**src/rtl/asui_pkg.sv**
```systemverilog
// asui_pkg: shared sizes, codes and controller/datapath bundles for the array set core
// no dependencies; compiled before every other file of the block

package asui_pkg;

    // set depths and derived widths
    localparam int MAX_A     = 32;
    localparam int MAX_B     = 32;
    localparam int ADDR_W_A  = $clog2(MAX_A);
    localparam int ADDR_W_B  = $clog2(MAX_B);
    localparam int CNT_W     = 6;
    localparam int VAL_W     = 32;
    localparam int IDX_W     = 5;
    localparam int FUNC_W    = 3;
    localparam int STAT_W    = 3;

    // configuration port
    localparam int CFG_IDX_W  = 1;
    localparam int CFG_DATA_W = 6;
    localparam logic [CFG_IDX_W-1:0] CFG_CAPACITY_A = 1'd0;
    localparam logic [CFG_IDX_W-1:0] CFG_CAPACITY_B = 1'd1;
    localparam logic [CNT_W-1:0]     CAP_RESET      = 6'd32;

    // operation codes of an input item
    typedef enum logic [FUNC_W-1:0] {
        FN_ADD    = 3'd0,
        FN_REMOVE = 3'd1,
        FN_LOOKUP = 3'd2,
        FN_LIST   = 3'd3,
        FN_INTER  = 3'd4,
        FN_UNION  = 3'd5
    } t_func;

    // result status codes
    typedef enum logic [STAT_W-1:0] {
        ST_OK       = 3'd0,
        ST_FULL     = 3'd1,
        ST_DUP      = 3'd2,
        ST_EMPTY    = 3'd3,
        ST_NOTFOUND = 3'd4,
        ST_EMPTYRES = 3'd5
    } t_status;

    // datapath micro-operations
    typedef enum logic [3:0] {
        DP_NOP       = 4'd0,
        DP_LOAD      = 4'd1,
        DP_SCAN_RD   = 4'd2,
        DP_SCAN_CMP  = 4'd3,
        DP_OUTER_RD  = 4'd4,
        DP_OUTER_KEY = 4'd5,
        DP_OUTER_CLR = 4'd6,
        DP_ADD_WR    = 4'd7,
        DP_REM_RD    = 4'd8,
        DP_REM_WR    = 4'd9,
        DP_EMIT      = 4'd10,
        DP_RESULT    = 4'd11,
        DP_FINISH    = 4'd12
    } t_dp_op;

    // command from controller to datapath
    typedef struct packed {
        t_dp_op  op;
        logic    scan_b;
        logic    outer_b;
        t_status status;
        logic    use_idx;
    } t_dp_cmd;

    // status from datapath to controller
    typedef struct packed {
        logic full;
        logic empty;
        logic scan_done;
        logic hit;
        logic outer_done;
        logic out_free;
    } t_dp_sts;

endpackage

```
**src/rtl/asui_in_if.sv**
```systemverilog
// asui_in_if: input item channel of the array set core (valid/ready plus payload)
// depends on asui_pkg for field widths

interface asui_in_if;
    logic                             valid;
    logic                             ready;
    logic [asui_pkg::FUNC_W-1:0]      func;
    logic                             which_set;
    logic signed [asui_pkg::VAL_W-1:0] member_value;

    modport source (output valid, output func, output which_set, output member_value,
                    input ready);
    modport sink   (input valid, input func, input which_set, input member_value,
                    output ready);
endinterface

```
**src/rtl/asui_out_if.sv**
```systemverilog
// asui_out_if: result item channel of the array set core (valid/ready plus payload)
// depends on asui_pkg for field widths

interface asui_out_if;
    logic                              valid;
    logic                              ready;
    logic [asui_pkg::STAT_W-1:0]       status;
    logic signed [asui_pkg::VAL_W-1:0] out_value;
    logic [asui_pkg::IDX_W-1:0]        found_index;
    logic [asui_pkg::CNT_W-1:0]        count_a;
    logic [asui_pkg::CNT_W-1:0]        count_b;
    logic                              last;

    modport source (output valid, output status, output out_value, output found_index,
                    output count_a, output count_b, output last, input ready);
    modport sink   (input valid, input status, input out_value, input found_index,
                    input count_a, input count_b, input last, output ready);
endinterface

```
**src/rtl/asui_dp.sv**
```systemverilog
// asui_dp: datapath of the array set core: member memories, fills, capacities,
// scan and outer counters, compare, pending item and result register; uses asui_pkg

module asui_dp (
    input  logic                              i_clk,
    input  logic                              i_rst_n,
    input  logic                              i_cfg_we,
    input  logic [asui_pkg::CFG_IDX_W-1:0]    i_cfg_idx,
    input  logic [asui_pkg::CFG_DATA_W-1:0]   i_cfg_data,
    input  asui_pkg::t_dp_cmd                 i_cmd,
    input  logic signed [asui_pkg::VAL_W-1:0] i_in_value,
    input  logic                              i_out_ready,
    output asui_pkg::t_dp_sts                 o_sts,
    output logic                              o_out_valid,
    output logic [asui_pkg::STAT_W-1:0]       o_status,
    output logic signed [asui_pkg::VAL_W-1:0] o_out_value,
    output logic [asui_pkg::IDX_W-1:0]        o_found_index,
    output logic [asui_pkg::CNT_W-1:0]        o_count_a,
    output logic [asui_pkg::CNT_W-1:0]        o_count_b,
    output logic                              o_last
);

    // member memories
    logic signed [asui_pkg::VAL_W-1:0] mem_a [asui_pkg::MAX_A];
    logic signed [asui_pkg::VAL_W-1:0] mem_b [asui_pkg::MAX_B];
    logic signed [asui_pkg::VAL_W-1:0] r_rd_a;
    logic signed [asui_pkg::VAL_W-1:0] r_rd_b;

    // control state
    logic [asui_pkg::CNT_W-1:0] r_fill_a;
    logic [asui_pkg::CNT_W-1:0] r_fill_b;
    logic [asui_pkg::CNT_W-1:0] r_cap_a;
    logic [asui_pkg::CNT_W-1:0] r_cap_b;
    logic [asui_pkg::CNT_W-1:0] r_scan_idx;
    logic [asui_pkg::CNT_W-1:0] r_outer_idx;
    logic                       r_pend_valid;
    logic                       r_out_valid;

    // payload state
    logic signed [asui_pkg::VAL_W-1:0] r_key;
    logic signed [asui_pkg::VAL_W-1:0] r_pend_value;
    logic [asui_pkg::IDX_W-1:0]        r_hit_idx;
    logic [asui_pkg::STAT_W-1:0]       r_out_status;
    logic signed [asui_pkg::VAL_W-1:0] r_out_value;
    logic [asui_pkg::IDX_W-1:0]        r_out_idx;
    logic [asui_pkg::CNT_W-1:0]        r_out_count_a;
    logic [asui_pkg::CNT_W-1:0]        r_out_count_b;
    logic                              r_out_last;

    // selected views
    logic [asui_pkg::CNT_W-1:0]        cap_eff_a;
    logic [asui_pkg::CNT_W-1:0]        cap_eff_b;
    logic [asui_pkg::CNT_W-1:0]        scan_fill;
    logic [asui_pkg::CNT_W-1:0]        scan_cap;
    logic [asui_pkg::CNT_W-1:0]        outer_fill;
    logic signed [asui_pkg::VAL_W-1:0] scan_data;
    logic signed [asui_pkg::VAL_W-1:0] outer_data;
    logic                              hit;

    // memory port controls
    logic                              rd_en;
    logic                              rd_b;
    logic [asui_pkg::CNT_W-1:0]        rd_addr;
    logic                              wr_en;
    logic [asui_pkg::CNT_W-1:0]        wr_addr;
    logic signed [asui_pkg::VAL_W-1:0] wr_data;
    logic                              out_load;

    // capacity clamp and set selection
    always_comb begin
        cap_eff_a  = (r_cap_a > asui_pkg::CNT_W'(asui_pkg::MAX_A)) ?
                     asui_pkg::CNT_W'(asui_pkg::MAX_A) : r_cap_a;
        cap_eff_b  = (r_cap_b > asui_pkg::CNT_W'(asui_pkg::MAX_B)) ?
                     asui_pkg::CNT_W'(asui_pkg::MAX_B) : r_cap_b;
        scan_fill  = i_cmd.scan_b  ? r_fill_b  : r_fill_a;
        scan_cap   = i_cmd.scan_b  ? cap_eff_b : cap_eff_a;
        outer_fill = i_cmd.outer_b ? r_fill_b  : r_fill_a;
        scan_data  = i_cmd.scan_b  ? r_rd_b    : r_rd_a;
        outer_data = i_cmd.outer_b ? r_rd_b    : r_rd_a;
        hit        = (scan_data == r_key);
    end

    // status to controller
    always_comb begin
        o_sts.full       = (scan_fill >= scan_cap);
        o_sts.empty      = (scan_fill == '0);
        o_sts.scan_done  = (r_scan_idx >= scan_fill);
        o_sts.hit        = hit;
        o_sts.outer_done = (r_outer_idx >= outer_fill);
        o_sts.out_free   = !r_out_valid || i_out_ready;
    end

    // memory port selection per operation
    always_comb begin
        rd_en    = 1'b0;
        rd_b     = i_cmd.scan_b;
        rd_addr  = r_scan_idx;
        wr_en    = 1'b0;
        wr_addr  = scan_fill;
        wr_data  = r_key;
        out_load = 1'b0;
        case (i_cmd.op)
            asui_pkg::DP_SCAN_RD: begin
                rd_en = 1'b1;
            end
            asui_pkg::DP_OUTER_RD: begin
                rd_en   = 1'b1;
                rd_b    = i_cmd.outer_b;
                rd_addr = r_outer_idx;
            end
            asui_pkg::DP_REM_RD: begin
                rd_en   = 1'b1;
                rd_addr = scan_fill - asui_pkg::CNT_W'(1);
            end
            asui_pkg::DP_ADD_WR: begin
                wr_en = 1'b1;
            end
            asui_pkg::DP_REM_WR: begin
                wr_en   = 1'b1;
                wr_addr = asui_pkg::CNT_W'(r_hit_idx);
                wr_data = scan_data;
            end
            asui_pkg::DP_EMIT: begin
                out_load = r_pend_valid;
            end
            asui_pkg::DP_RESULT,
            asui_pkg::DP_FINISH: begin
                out_load = 1'b1;
            end
            default: begin
            end
        endcase
    end

    // member memories: one write and one registered read each
    always_ff @(posedge i_clk) begin
        if (rd_en && !rd_b) begin
            r_rd_a <= mem_a[rd_addr[asui_pkg::ADDR_W_A-1:0]];
        end
        if (wr_en && !i_cmd.scan_b) begin
            mem_a[wr_addr[asui_pkg::ADDR_W_A-1:0]] <= wr_data;
        end
    end

    always_ff @(posedge i_clk) begin
        if (rd_en && rd_b) begin
            r_rd_b <= mem_b[rd_addr[asui_pkg::ADDR_W_B-1:0]];
        end
        if (wr_en && i_cmd.scan_b) begin
            mem_b[wr_addr[asui_pkg::ADDR_W_B-1:0]] <= wr_data;
        end
    end

    // fills, capacities, counters and valid flags
    always_ff @(posedge i_clk) begin
        if (!i_rst_n) begin
            r_fill_a     <= '0;
            r_fill_b     <= '0;
            r_cap_a      <= asui_pkg::CAP_RESET;
            r_cap_b      <= asui_pkg::CAP_RESET;
            r_scan_idx   <= '0;
            r_outer_idx  <= '0;
            r_pend_valid <= 1'b0;
            r_out_valid  <= 1'b0;
        end else begin
            if (i_cfg_we) begin
                case (i_cfg_idx)
                    asui_pkg::CFG_CAPACITY_A: r_cap_a <= i_cfg_data;
                    asui_pkg::CFG_CAPACITY_B: r_cap_b <= i_cfg_data;
                    default: begin
                    end
                endcase
            end
            case (i_cmd.op)
                asui_pkg::DP_LOAD: begin
                    r_scan_idx   <= '0;
                    r_outer_idx  <= '0;
                    r_pend_valid <= 1'b0;
                end
                asui_pkg::DP_SCAN_CMP: begin
                    r_scan_idx <= r_scan_idx + asui_pkg::CNT_W'(1);
                end
                asui_pkg::DP_OUTER_CLR: begin
                    r_outer_idx <= '0;
                end
                asui_pkg::DP_OUTER_KEY: begin
                    r_outer_idx <= r_outer_idx + asui_pkg::CNT_W'(1);
                    r_scan_idx  <= '0;
                end
                asui_pkg::DP_ADD_WR: begin
                    if (i_cmd.scan_b) begin
                        r_fill_b <= r_fill_b + asui_pkg::CNT_W'(1);
                    end else begin
                        r_fill_a <= r_fill_a + asui_pkg::CNT_W'(1);
                    end
                end
                asui_pkg::DP_REM_RD: begin
                    if (i_cmd.scan_b) begin
                        r_fill_b <= r_fill_b - asui_pkg::CNT_W'(1);
                    end else begin
                        r_fill_a <= r_fill_a - asui_pkg::CNT_W'(1);
                    end
                end
                asui_pkg::DP_EMIT: begin
                    r_pend_valid <= 1'b1;
                end
                default: begin
                end
            endcase
            // result register handshake
            if (out_load) begin
                r_out_valid <= 1'b1;
            end else if (i_out_ready) begin
                r_out_valid <= 1'b0;
            end
        end
    end

    // key, slot, pending item and result payload
    always_ff @(posedge i_clk) begin
        case (i_cmd.op)
            asui_pkg::DP_LOAD: begin
                r_key <= i_in_value;
            end
            asui_pkg::DP_OUTER_KEY: begin
                r_key <= outer_data;
            end
            asui_pkg::DP_SCAN_CMP: begin
                if (hit) begin
                    r_hit_idx <= r_scan_idx[asui_pkg::IDX_W-1:0];
                end
            end
            asui_pkg::DP_ADD_WR: begin
                r_hit_idx <= scan_fill[asui_pkg::IDX_W-1:0];
            end
            asui_pkg::DP_EMIT: begin
                r_pend_value <= r_key;
                r_out_status <= asui_pkg::ST_OK;
                r_out_value  <= r_pend_value;
                r_out_idx    <= '0;
                r_out_last   <= 1'b0;
            end
            asui_pkg::DP_RESULT: begin
                r_out_status <= i_cmd.status;
                r_out_value  <= '0;
                r_out_idx    <= i_cmd.use_idx ? r_hit_idx : '0;
                r_out_last   <= 1'b1;
            end
            asui_pkg::DP_FINISH: begin
                r_out_status <= r_pend_valid ? asui_pkg::ST_OK : asui_pkg::ST_EMPTYRES;
                r_out_value  <= r_pend_valid ? r_pend_value : '0;
                r_out_idx    <= '0;
                r_out_last   <= 1'b1;
            end
            default: begin
            end
        endcase
        if (out_load) begin
            r_out_count_a <= r_fill_a;
            r_out_count_b <= r_fill_b;
        end
    end

    assign o_out_valid   = r_out_valid;
    assign o_status      = r_out_status;
    assign o_out_value   = r_out_value;
    assign o_found_index = r_out_idx;
    assign o_count_a     = r_out_count_a;
    assign o_count_b     = r_out_count_b;
    assign o_last        = r_out_last;

endmodule

```
**src/rtl/asui_ctrl.sv**
```systemverilog
// asui_ctrl: sequencing state machine of the array set core; drives datapath commands
// from the input item's operation and the datapath status; uses asui_pkg

module asui_ctrl (
    input  logic                         i_clk,
    input  logic                         i_rst_n,
    input  logic                         i_in_valid,
    input  logic [asui_pkg::FUNC_W-1:0]  i_in_func,
    input  logic                         i_in_set,
    output logic                         o_in_ready,
    input  asui_pkg::t_dp_sts            i_sts,
    output asui_pkg::t_dp_cmd            o_cmd
);

    typedef enum logic [11:0] {
        S_IDLE      = 12'b0000_0000_0001,
        S_DISPATCH  = 12'b0000_0000_0010,
        S_SCAN_RD   = 12'b0000_0000_0100,
        S_SCAN_CMP  = 12'b0000_0000_1000,
        S_ADD_WR    = 12'b0000_0001_0000,
        S_REM_RD    = 12'b0000_0010_0000,
        S_REM_WR    = 12'b0000_0100_0000,
        S_RESULT    = 12'b0000_1000_0000,
        S_OUTER_RD  = 12'b0001_0000_0000,
        S_OUTER_KEY = 12'b0010_0000_0000,
        S_EMIT      = 12'b0100_0000_0000,
        S_FINISH    = 12'b1000_0000_0000
    } t_state;

    t_state            r_state, n_state;
    asui_pkg::t_func   r_func, n_func;
    logic              r_set, n_set;
    logic              r_phase, n_phase;
    asui_pkg::t_status r_status, n_status;
    logic              r_use_idx, n_use_idx;

    // set routing: scan set and outer (streamed) set per operation
    logic scan_b;
    logic outer_b;
    always_comb begin
        case (r_func)
            asui_pkg::FN_INTER: begin
                scan_b  = 1'b1;
                outer_b = 1'b0;
            end
            asui_pkg::FN_UNION: begin
                scan_b  = 1'b0;
                outer_b = r_phase;
            end
            default: begin
                scan_b  = r_set;
                outer_b = r_set;
            end
        endcase
    end

    // next state and commands
    always_comb begin
        n_state       = r_state;
        n_func        = r_func;
        n_set         = r_set;
        n_phase       = r_phase;
        n_status      = r_status;
        n_use_idx     = r_use_idx;
        o_in_ready    = 1'b0;
        o_cmd.op      = asui_pkg::DP_NOP;
        o_cmd.scan_b  = scan_b;
        o_cmd.outer_b = outer_b;
        o_cmd.status  = r_status;
        o_cmd.use_idx = r_use_idx;
        case (r_state)
            S_IDLE: begin
                o_in_ready = 1'b1;
                if (i_in_valid) begin
                    o_cmd.op  = asui_pkg::DP_LOAD;
                    n_func    = asui_pkg::t_func'(i_in_func);
                    n_set     = i_in_set;
                    n_phase   = 1'b0;
                    n_use_idx = 1'b0;
                    n_state   = S_DISPATCH;
                end
            end
            S_DISPATCH: begin
                case (r_func)
                    asui_pkg::FN_ADD: begin
                        if (i_sts.full) begin
                            n_status = asui_pkg::ST_FULL;
                            n_state  = S_RESULT;
                        end else begin
                            n_state = S_SCAN_RD;
                        end
                    end
                    asui_pkg::FN_REMOVE: begin
                        if (i_sts.empty) begin
                            n_status = asui_pkg::ST_EMPTY;
                            n_state  = S_RESULT;
                        end else begin
                            n_state = S_SCAN_RD;
                        end
                    end
                    asui_pkg::FN_LOOKUP: begin
                        n_state = S_SCAN_RD;
                    end
                    asui_pkg::FN_LIST,
                    asui_pkg::FN_INTER,
                    asui_pkg::FN_UNION: begin
                        n_state = S_OUTER_RD;
                    end
                    default: begin
                        n_status = asui_pkg::ST_OK;
                        n_state  = S_RESULT;
                    end
                endcase
            end
            // read the next scan entry, or act on a miss once the scan is through
            S_SCAN_RD: begin
                if (i_sts.scan_done) begin
                    case (r_func)
                        asui_pkg::FN_ADD:   n_state = S_ADD_WR;
                        asui_pkg::FN_INTER: n_state = S_OUTER_RD;
                        asui_pkg::FN_UNION: n_state = S_EMIT;
                        default: begin
                            n_status = asui_pkg::ST_NOTFOUND;
                            n_state  = S_RESULT;
                        end
                    endcase
                end else begin
                    o_cmd.op = asui_pkg::DP_SCAN_RD;
                    n_state  = S_SCAN_CMP;
                end
            end
            // compare the returned entry with the key
            S_SCAN_CMP: begin
                o_cmd.op = asui_pkg::DP_SCAN_CMP;
                if (i_sts.hit) begin
                    case (r_func)
                        asui_pkg::FN_ADD: begin
                            n_status = asui_pkg::ST_DUP;
                            n_state  = S_RESULT;
                        end
                        asui_pkg::FN_REMOVE: n_state = S_REM_RD;
                        asui_pkg::FN_INTER:  n_state = S_EMIT;
                        asui_pkg::FN_UNION:  n_state = S_OUTER_RD;
                        default: begin
                            n_status  = asui_pkg::ST_OK;
                            n_use_idx = 1'b1;
                            n_state   = S_RESULT;
                        end
                    endcase
                end else begin
                    n_state = S_SCAN_RD;
                end
            end
            S_ADD_WR: begin
                o_cmd.op  = asui_pkg::DP_ADD_WR;
                n_status  = asui_pkg::ST_OK;
                n_use_idx = 1'b1;
                n_state   = S_RESULT;
            end
            // remove: shrink the fill and fetch the last entry, then move it into the slot
            S_REM_RD: begin
                o_cmd.op = asui_pkg::DP_REM_RD;
                n_state  = S_REM_WR;
            end
            S_REM_WR: begin
                o_cmd.op  = asui_pkg::DP_REM_WR;
                n_status  = asui_pkg::ST_OK;
                n_use_idx = 1'b1;
                n_state   = S_RESULT;
            end
            S_RESULT: begin
                if (i_sts.out_free) begin
                    o_cmd.op = asui_pkg::DP_RESULT;
                    n_state  = S_IDLE;
                end
            end
            // walk the streamed set; union goes on to set b after set a
            S_OUTER_RD: begin
                if (i_sts.outer_done) begin
                    if (r_func == asui_pkg::FN_UNION && !r_phase) begin
                        o_cmd.op = asui_pkg::DP_OUTER_CLR;
                        n_phase  = 1'b1;
                    end else begin
                        n_state = S_FINISH;
                    end
                end else begin
                    o_cmd.op = asui_pkg::DP_OUTER_RD;
                    n_state  = S_OUTER_KEY;
                end
            end
            S_OUTER_KEY: begin
                o_cmd.op = asui_pkg::DP_OUTER_KEY;
                if (r_func == asui_pkg::FN_LIST ||
                    (r_func == asui_pkg::FN_UNION && !r_phase)) begin
                    n_state = S_EMIT;
                end else begin
                    n_state = S_SCAN_RD;
                end
            end
            // hold back one member so the final one can carry last
            S_EMIT: begin
                if (i_sts.out_free) begin
                    o_cmd.op = asui_pkg::DP_EMIT;
                    n_state  = S_OUTER_RD;
                end
            end
            S_FINISH: begin
                if (i_sts.out_free) begin
                    o_cmd.op = asui_pkg::DP_FINISH;
                    n_state  = S_IDLE;
                end
            end
            default: begin
                n_state = S_IDLE;
            end
        endcase
    end

    // state registers
    always_ff @(posedge i_clk) begin
        if (!i_rst_n) begin
            r_state   <= S_IDLE;
            r_func    <= asui_pkg::FN_ADD;
            r_set     <= 1'b0;
            r_phase   <= 1'b0;
            r_status  <= asui_pkg::ST_OK;
            r_use_idx <= 1'b0;
        end else begin
            r_state   <= n_state;
            r_func    <= n_func;
            r_set     <= n_set;
            r_phase   <= n_phase;
            r_status  <= n_status;
            r_use_idx <= n_use_idx;
        end
    end

endmodule

```
**src/rtl/array_set_with_union_intersection_core.sv**
```systemverilog
// array_set_with_union_intersection_core: top level of the two-set array core
// depends on asui_pkg, asui_in_if, asui_out_if, asui_ctrl and asui_dp

// Two unordered sets A and B of signed 32-bit members, 32 slots each, with add, remove,
// lookup, list, intersection and union. One input item is worked on at a time; the next
// is taken once the controller is back in idle, while the final result may still sit in
// the output register. Each set memory has a single read port with registered data, so
// a search reads each member that it visits in one state and compares it in another.
// The user must write capacities through the configuration port only while the block is
// idle; the block itself does not enforce this. A capacity above 32 acts as 32.
// Reset needs no clearing pass: slots at or above a set's fill are never read.

module array_set_with_union_intersection_core (
    input  logic                                  i_clk,
    input  logic                                  i_rst_n,
    input  logic                                  i_cfg_we,
    input  logic [asui_pkg::CFG_IDX_W-1:0]        i_cfg_idx,
    input  logic [asui_pkg::CFG_DATA_W-1:0]       i_cfg_data,
    asui_in_if.sink                               i_in_ch,
    asui_out_if.source                            o_out_ch
);

    asui_pkg::t_dp_cmd dp_cmd;
    asui_pkg::t_dp_sts dp_sts;

    // sequencer
    asui_ctrl u_ctrl (
        .i_clk      (i_clk),
        .i_rst_n    (i_rst_n),
        .i_in_valid (i_in_ch.valid),
        .i_in_func  (i_in_ch.func),
        .i_in_set   (i_in_ch.which_set),
        .o_in_ready (i_in_ch.ready),
        .i_sts      (dp_sts),
        .o_cmd      (dp_cmd)
    );

    // storage, compare and result register
    asui_dp u_dp (
        .i_clk         (i_clk),
        .i_rst_n       (i_rst_n),
        .i_cfg_we      (i_cfg_we),
        .i_cfg_idx     (i_cfg_idx),
        .i_cfg_data    (i_cfg_data),
        .i_cmd         (dp_cmd),
        .i_in_value    (i_in_ch.member_value),
        .i_out_ready   (o_out_ch.ready),
        .o_sts         (dp_sts),
        .o_out_valid   (o_out_ch.valid),
        .o_status      (o_out_ch.status),
        .o_out_value   (o_out_ch.out_value),
        .o_found_index (o_out_ch.found_index),
        .o_count_a     (o_out_ch.count_a),
        .o_count_b     (o_out_ch.count_b),
        .o_last        (o_out_ch.last)
    );

endmodule

```
**src/flat_wrapper.sv**
```systemverilog
// flat-port wrapper written by rule: the top's interface ports become plain ports
module array_set_with_union_intersection_core_flat 
  (i_clk, i_rst_n, i_cfg_we, i_cfg_idx, i_cfg_data, i_in_ch_valid, i_in_ch_func, i_in_ch_which_set, i_in_ch_member_value, i_in_ch_ready, o_out_ch_valid, o_out_ch_status, o_out_ch_out_value, o_out_ch_found_index, o_out_ch_count_a, o_out_ch_count_b, o_out_ch_last, o_out_ch_ready);
  asui_in_if i_in_ch_i ();
  asui_out_if o_out_ch_i ();
  input  logic i_clk;
  input  logic i_rst_n;
  input  logic i_cfg_we;
  input  logic [asui_pkg::CFG_IDX_W-1:0] i_cfg_idx;
  input  logic [asui_pkg::CFG_DATA_W-1:0] i_cfg_data;
  input wire logic [$bits(i_in_ch_i.valid)-1:0] i_in_ch_valid;
  input wire logic [$bits(i_in_ch_i.func)-1:0] i_in_ch_func;
  input wire logic [$bits(i_in_ch_i.which_set)-1:0] i_in_ch_which_set;
  input wire logic [$bits(i_in_ch_i.member_value)-1:0] i_in_ch_member_value;
  output wire logic [$bits(i_in_ch_i.ready)-1:0] i_in_ch_ready;
  output wire logic [$bits(o_out_ch_i.valid)-1:0] o_out_ch_valid;
  output wire logic [$bits(o_out_ch_i.status)-1:0] o_out_ch_status;
  output wire logic [$bits(o_out_ch_i.out_value)-1:0] o_out_ch_out_value;
  output wire logic [$bits(o_out_ch_i.found_index)-1:0] o_out_ch_found_index;
  output wire logic [$bits(o_out_ch_i.count_a)-1:0] o_out_ch_count_a;
  output wire logic [$bits(o_out_ch_i.count_b)-1:0] o_out_ch_count_b;
  output wire logic [$bits(o_out_ch_i.last)-1:0] o_out_ch_last;
  input wire logic [$bits(o_out_ch_i.ready)-1:0] o_out_ch_ready;
  assign i_in_ch_i.valid = i_in_ch_valid;
  assign i_in_ch_i.func = i_in_ch_func;
  assign i_in_ch_i.which_set = i_in_ch_which_set;
  assign i_in_ch_i.member_value = i_in_ch_member_value;
  assign i_in_ch_ready = i_in_ch_i.ready;
  assign o_out_ch_valid = o_out_ch_i.valid;
  assign o_out_ch_status = o_out_ch_i.status;
  assign o_out_ch_out_value = o_out_ch_i.out_value;
  assign o_out_ch_found_index = o_out_ch_i.found_index;
  assign o_out_ch_count_a = o_out_ch_i.count_a;
  assign o_out_ch_count_b = o_out_ch_i.count_b;
  assign o_out_ch_last = o_out_ch_i.last;
  assign o_out_ch_i.ready = o_out_ch_ready;
  array_set_with_union_intersection_core u_core (.i_clk(i_clk), .i_rst_n(i_rst_n), .i_cfg_we(i_cfg_we), .i_cfg_idx(i_cfg_idx), .i_cfg_data(i_cfg_data), .i_in_ch(i_in_ch_i), .o_out_ch(o_out_ch_i));
endmodule
```
**config.mk**
```make
export PLATFORM = sky130hd
export DESIGN_NAME = array_set_with_union_intersection_core_flat
export DESIGN_NICKNAME = d
export VERILOG_FILES = /design/src/rtl/asui_pkg.sv /design/src/rtl/asui_in_if.sv /design/src/rtl/asui_out_if.sv /design/src/rtl/asui_dp.sv /design/src/rtl/asui_ctrl.sv /design/src/rtl/array_set_with_union_intersection_core.sv /design/src/flat_wrapper.sv
export SDC_FILE = /design/constraint.sdc
export NUM_CORES = 2
export LEC_CHECK = 0
export BUFFER_PORTS_ARGS = -buffer_cell sky130_fd_sc_hd__buf_2
export CAP_MARGIN = 20
export CORE_UTILIZATION = 38
export CTS_BUF_LIST = sky130_fd_sc_hd__clkbuf_4 sky130_fd_sc_hd__clkbuf_8 sky130_fd_sc_hd__clkbuf_16
export CTS_CLUSTER_SIZE = 12
export DETAILED_ROUTE_END_ITERATION = 8
export REMOVE_ABC_BUFFERS = 1
export SKIP_LAST_GASP = 1
export SYNTH_ARGS = -nofsm -noshare
export SYNTH_HDL_FRONTEND = slang
export SYNTH_HIERARCHICAL = 1
export SYNTH_SLANG_ARGS = --single-unit
```
**constraint.sdc**
```tcl
create_clock -name i_clk -period 9.4 [get_ports i_clk]
set_input_delay 0.94 -clock i_clk [delete_from_list [all_inputs] [get_ports i_clk]]
set_output_delay 0.94 -clock i_clk [all_outputs]
set_load 0.02 [all_outputs]
```
After elaboration in Yosys (flattened, before gate mapping)
Memory sizes are Yosys's and may differ from the RTL's. A register that Yosys moved wholly into a read port is not among the register bits.
Cells that the tools add are included.

cells by class
  $add $sub $neg = 7
  multiply operators = 0
  divide/modulo/power cells = 0
  order comparisons = 5
  equality and inequality tests = 49
  shift-type cells = 0
  muxes and demuxes = 79
  bitwise gates (word level) = 1
  reductions and logical operators = 49

operators with widths
  kind                                                                    count
  32-bit two-way mux                                                      4
  12-bit one-hot mux with 10 select lines                                 1
  32-bit one-hot mux with 3 select lines                                  1
  12-bit two-way mux                                                      7
  11-bit one-hot mux with 3 select lines                                  2
  32-bit one-hot mux with 2 select lines                                  1
  6-bit two-way mux                                                       9
  12-bit one-hot mux with 4 select lines                                  1
  6-bit one-hot mux with 2 select lines                                   4
  4-bit one-hot mux with 11 select lines                                  1
  32-bit equality test                                                    1
  5-bit one-hot mux with 2 select lines                                   3
  6-bit by 1-bit adder with 6-bit output (second input constant)          4
  3-bit two-way mux                                                       7
  4-bit equality test (second input constant)                             5
  2-bit != test (second input constant)                                   10
  2-bit nonzero test                                                      10
  6-bit >= comparator                                                     3
  3-bit one-hot mux with 3 select lines                                   2
  4-bit by 3-bit equality test with 1-bit output (second input constant)  4
  1-bit two-way mux                                                       16
  4-bit two-way mux                                                       4
  8-bit two-way mux                                                       2
  5-bit two-way mux                                                       3
  other kinds (44)                                                        85

storage, ports and cells
  bits in registers = 181
  bits in latches = 0
  bits in writable memories = 2048
  bits in read-only memories = 0
  input bits = 48
  memories kept = 2

memories
  name               words  width  rd ports  clocked after memory_dff  write ports  RTL line       text
  u_core.u_dp.mem_a  32     32     1         1                         1            asui_dp.sv:24  logic signed [asui_pkg::VAL_W-1:0] mem_a [asui_pkg::MAX_A];
  u_core.u_dp.mem_b  32     32     1         1                         1            asui_dp.sv:25  logic signed [asui_pkg::VAL_W-1:0] mem_b [asui_pkg::MAX_B];

Longest topological paths before layout
  depth after elaboration = 12
  gate-level depth with buffers = 33

Hierarchy
The synthesis kept the hierarchy.

modules (own cells, without submodules)
  module     instances  cells each  area each (sq um)  seq. area each (sq um)
  asui_dp    1          4866        91002.3            67845.1
  asui_ctrl  1          219         1632.8             420.4

Least setup slack after synthesis
OpenSTA, ideal clock, no wires.

  path type = register to register
  start = register u_core.u_ctrl.r_func[0]
  end = memory u_core/u_dp/mem_a[0][24] (netlist bit), data pin
  data arrival time = 7649 ps
  data required time = 8698 ps
  slack = 1049 ps
  stages on the path, launching flop included = 29
  period minus slack after synthesis = 8351 ps
  cell sequence = dfxtp_1 -> clkbuf_1 -> clkbuf_1 -> nand3_1 -> nand2_1 -> buf_4 -> clkbuf_1 -> clkbuf_1 -> o21ai_0 -> ha_1 -> nand2b_1 -> a21o_1 -> a21o_1 -> a21oi_1 -> nor2b_1 -> o21ai_0 -> nand2b_1 -> nand2_1 -> nor4_4 -> or4_1 -> buf_6 -> buf_2 -> nand2b_1 -> or2_2 -> clkbuf_1 -> clkbuf_1 -> clkbuf_1 -> clkbuf_1 -> o21ai_0

RTL lines
  element                   RTL line          text
  start: declaration        asui_ctrl.sv:31   asui_pkg::t_func r_func, n_func;
  start signal: assignment  asui_ctrl.sv:223  r_func <= asui_pkg::FN_ADD;
  start signal: assignment  asui_ctrl.sv:230  r_func <= n_func;
  end: declaration          asui_dp.sv:24

==> results.ini <==
[sta]
worst_hold_slack_ns=0.328
fmax_mhz=120
drv_slew=0
rsz0062_at_grt=false
timing.final.ws_setup_ns=1.04
slew_headroom_pct=22.2
hold_violations=0
layout_min_cycle_time_ns=8.36
fin_setup_tns_ns=0
tightest_slew_ns=1.15
period_share_pct=89.0
setup_viol=0
skew_ns=0.0513

[grt]
grt_pass1_vias=47700
grt.total_usage_pct=19.9
grt_max_degree=100
antenna_found_initial=14
gr-total-overflow=0
grt_pass1_wl_um=351000

[die]
initial_core_util_pct=38.4
coreArea_mm2=0.241
design.portCount=103
num_rows=180
die-area_mm2=0.246
die_h_um=496
fp.dieW_um=496

[critical_path]
reg2reg_to=u_core/u_dp/mem_b[14][8]$_DFFE_PP_
reg2reg_slack_ns=1.04
reg2reg_from=u_core/u_ctrl/r_func[1]$_SDFFE_PN0P_
end_kind=register
crit_required_ns=9.96
worstPathMaxFanout=39
reg2reg_depth=20
critPathLaunch=u_core/u_ctrl/r_func[1]$_SDFFE_PN0P_
path_class=register to register
cp.arrival_ns=8.93
startpoint_type=register

[power]
p_leak_nw=34.4
p_per_area_mw_per_mm2=217
vdd_drop_max_mv=0.157
p_total_mw=22.8

[outcome]
status=completed

[synthesis]
synth_area_leader_cell=edfxtp_1
yosys_warnings=6
synthCells=5085
synth_edf_count=2234
synth-main-ff-cell=edfxtp_1
yosys.area.top_type_share_pct=72.4
syn_avg_cell_area_um2=18.2
yosysSeqAreaShare_pct=73.7
ys_ff_latch=2293
async_flop_share_pct=0
synthTopCellsByArea=edfxtp_1, mux2i_1, mux4_2
syn_area_mm2=0.0926
synth_cell_types=84

[layout]
postLayoutCellArea_mm2=0.105
fin_util_pct=43.7
fill_cells=20800
stdcell_count=8692
multi_input_area_mm2=0.0234
nets=5414
drive_gt1_share_pct=19.8
synthToLayoutAreaGrowth_pct=13.8
register_area_mm2=0.0683

[placed_design]
dp_cells=8283
placement.io_buffers=102
gp_congestion=0.877
place_ws_ns=1.30
hpwlAfterDp_um=153000
place_area_mm2=0.0983

[routing]
vias=48200
drtIter0Drc=5217
drt-vias-per-instance=5.54
routedWlPerCell_um=28.3
dr.pass1.iters=6
drc=0
final_antenna_net_count=0
wirelength_um=246000

[clock_tree]
htreeDepth=4
post_cts_buffers=0
ctsHoldBuffers=0
root_buffer=clkbuf_16
clkTransAtPathRegs_ns=0.06
cts_tree=done
cts_inserted_buffers=231
post_cts_resized=0
cts_buffer_depth=3
cts_sinks=2293
clk_latency_ns=0.89

[worst_hold_path]
min_path_type=input pin to register
hold_path_depth=3
hold_path_end=u_core/u_ctrl/r_set$_SDFFE_PN0P_
hold_start=i_in_ch_which_set

[job]
max-cap-violations=0

==> cells by family after synthesis <==
kind of cell	after synthesis	synth area share [%]
flip-flops	2293	73.7
multiplexers	1099	15.4
AND/OR/NAND/NOR	927	5.08
AO/OA/AOI/OAI	356	2.72
buffers and inverters	324	2.14
XOR/XNOR	54	0.511
adder cells (fa/ha/maj)	32	0.448
==> layout by cell type (no fill, tap or decap), types with 45 or more instances in the layout <==
cell          n
a21oi_1      48
and3_1      129
buf_2       104
buf_4       162
clkbuf_16   234
clkbuf_4     70
dfxtp_1      59
edfxtp_1   2234
mux2i_1     835
mux4_2      259
nand2_1     401
nor2_1       68
nor2_4       68
o21ai_0      69
o32ai_1     125
xnor2_1      45
==> cells in the mapped netlist (6+ instances only) <==
cell type  instances
and3_1           129
mux4_2           259
dfxtp_1           59
nor4_2            34
nand3_1           27
buf_6             46
o21ai_0          103
nand2_1          403
a211oi_1           8
or3_1              8
clkbuf_1          74
xnor2_1           45
nor4_1            43
nor2_1           136
nand4_1            9
mux2i_1          835
xor2_1             9
nor3_1            24
inv_1             30
edfxtp_1        2234
buf_4             72
or2_2              6
ha_1              30
buf_2             91
nor2b_1           16
and2_1            40
a21o_1            11
nand2b_1          21
a21oi_1           48
o32ai_1          125
==> critical path, stage by stage, from the launching register on <==
cell and delay (ns):
dfxtp_1 0.53, nand2b_1 0.31, nand2_1 0.19, o21ai_4 0.12, buf_4 0.45, mux2i_1 0.72
ha_1 0.36, a21oi_1 0.13, nor2b_1 0.07, o21ai_0 0.18, nand2b_1 0.23, nor2_1 0.17
or4_1 0.59, nand2b_1 0.29, or2_4 0.64, nor2_1 0.09, a21oi_1 0.79, and2_1 0.26
nand2_1 0.53, nor2_4 0.97, buf_4 0.33
==> routing by layer <==
layer	vias up	part of all wire, %	GRT usage (%)
met1	25300	42	27.0
met4	2	2.4	5.30
met3	312	8.1	4.53
met2	1842	48	32.2
met5	-	0.0053	0
li1	20800	-	-
==> layout make-up <==
cell class | instances | share of cell area [%]
diodes | 17 | 0.0403
clock buffers | 303 | 6.05
clock inverters | 86 | 0.668
inverters | 34 | 0.126
multi-input cells | 2468 | 22.2
flip-flops and latches | 2293 | 64.7
well taps | 3185 | 3.78
repair buffers | 306 | 2.42
==> report_power, final <==
part           leakage (nW)  total [mW]  internal [mW]  switching, mW
logic                  10.3        2.05          0.494           1.56
clock network          3.53        8.70           4.92           3.78
registers              20.6        12.1           12.0          0.110
==> sequential cells by signal, summed over array words and instances (netlist names), 12 cells and up <==
name / count
u_core/u_dp/r_pend_value: 32
u_core/u_ctrl/r_state: 12
u_core/u_dp/r_rd_a: 32
u_core/u_dp/o_out_value: 32
u_core/u_dp/mem_b: 1024
u_core/u_dp/r_rd_b: 32
u_core/u_dp/mem_a: 1024
u_core/u_dp/r_key: 32
==> worst max-delay path by stage <==
| stage | end | slack, ns | cells after the start |
|---|---|---|---|
| 2_1_floorplan | u_core/u_dp/r_rd_a[0]$_DFFE_PP_ | -14.84 | 22 |
| 3_3_place_gp | u_core/u_dp/mem_a[6][20]$_DFFE_PP_ | 1.44 | 19 |
| 4_1_cts | u_core/u_dp/mem_a[6][16]$_DFFE_PP_ | 1.24 | 21 |
| 6_report | u_core/u_dp/mem_b[14][8]$_DFFE_PP_ | 1.04 | 20 |
| 3_5_place_dp | u_core/u_dp/mem_a[6][20]$_DFFE_PP_ | 1.30 | 21 |
| 5_1_grt | u_core/u_dp/mem_b[14][10]$_DFFE_PP_ | 0.69 | 20 |
Power figures use the tool's default switching activity.
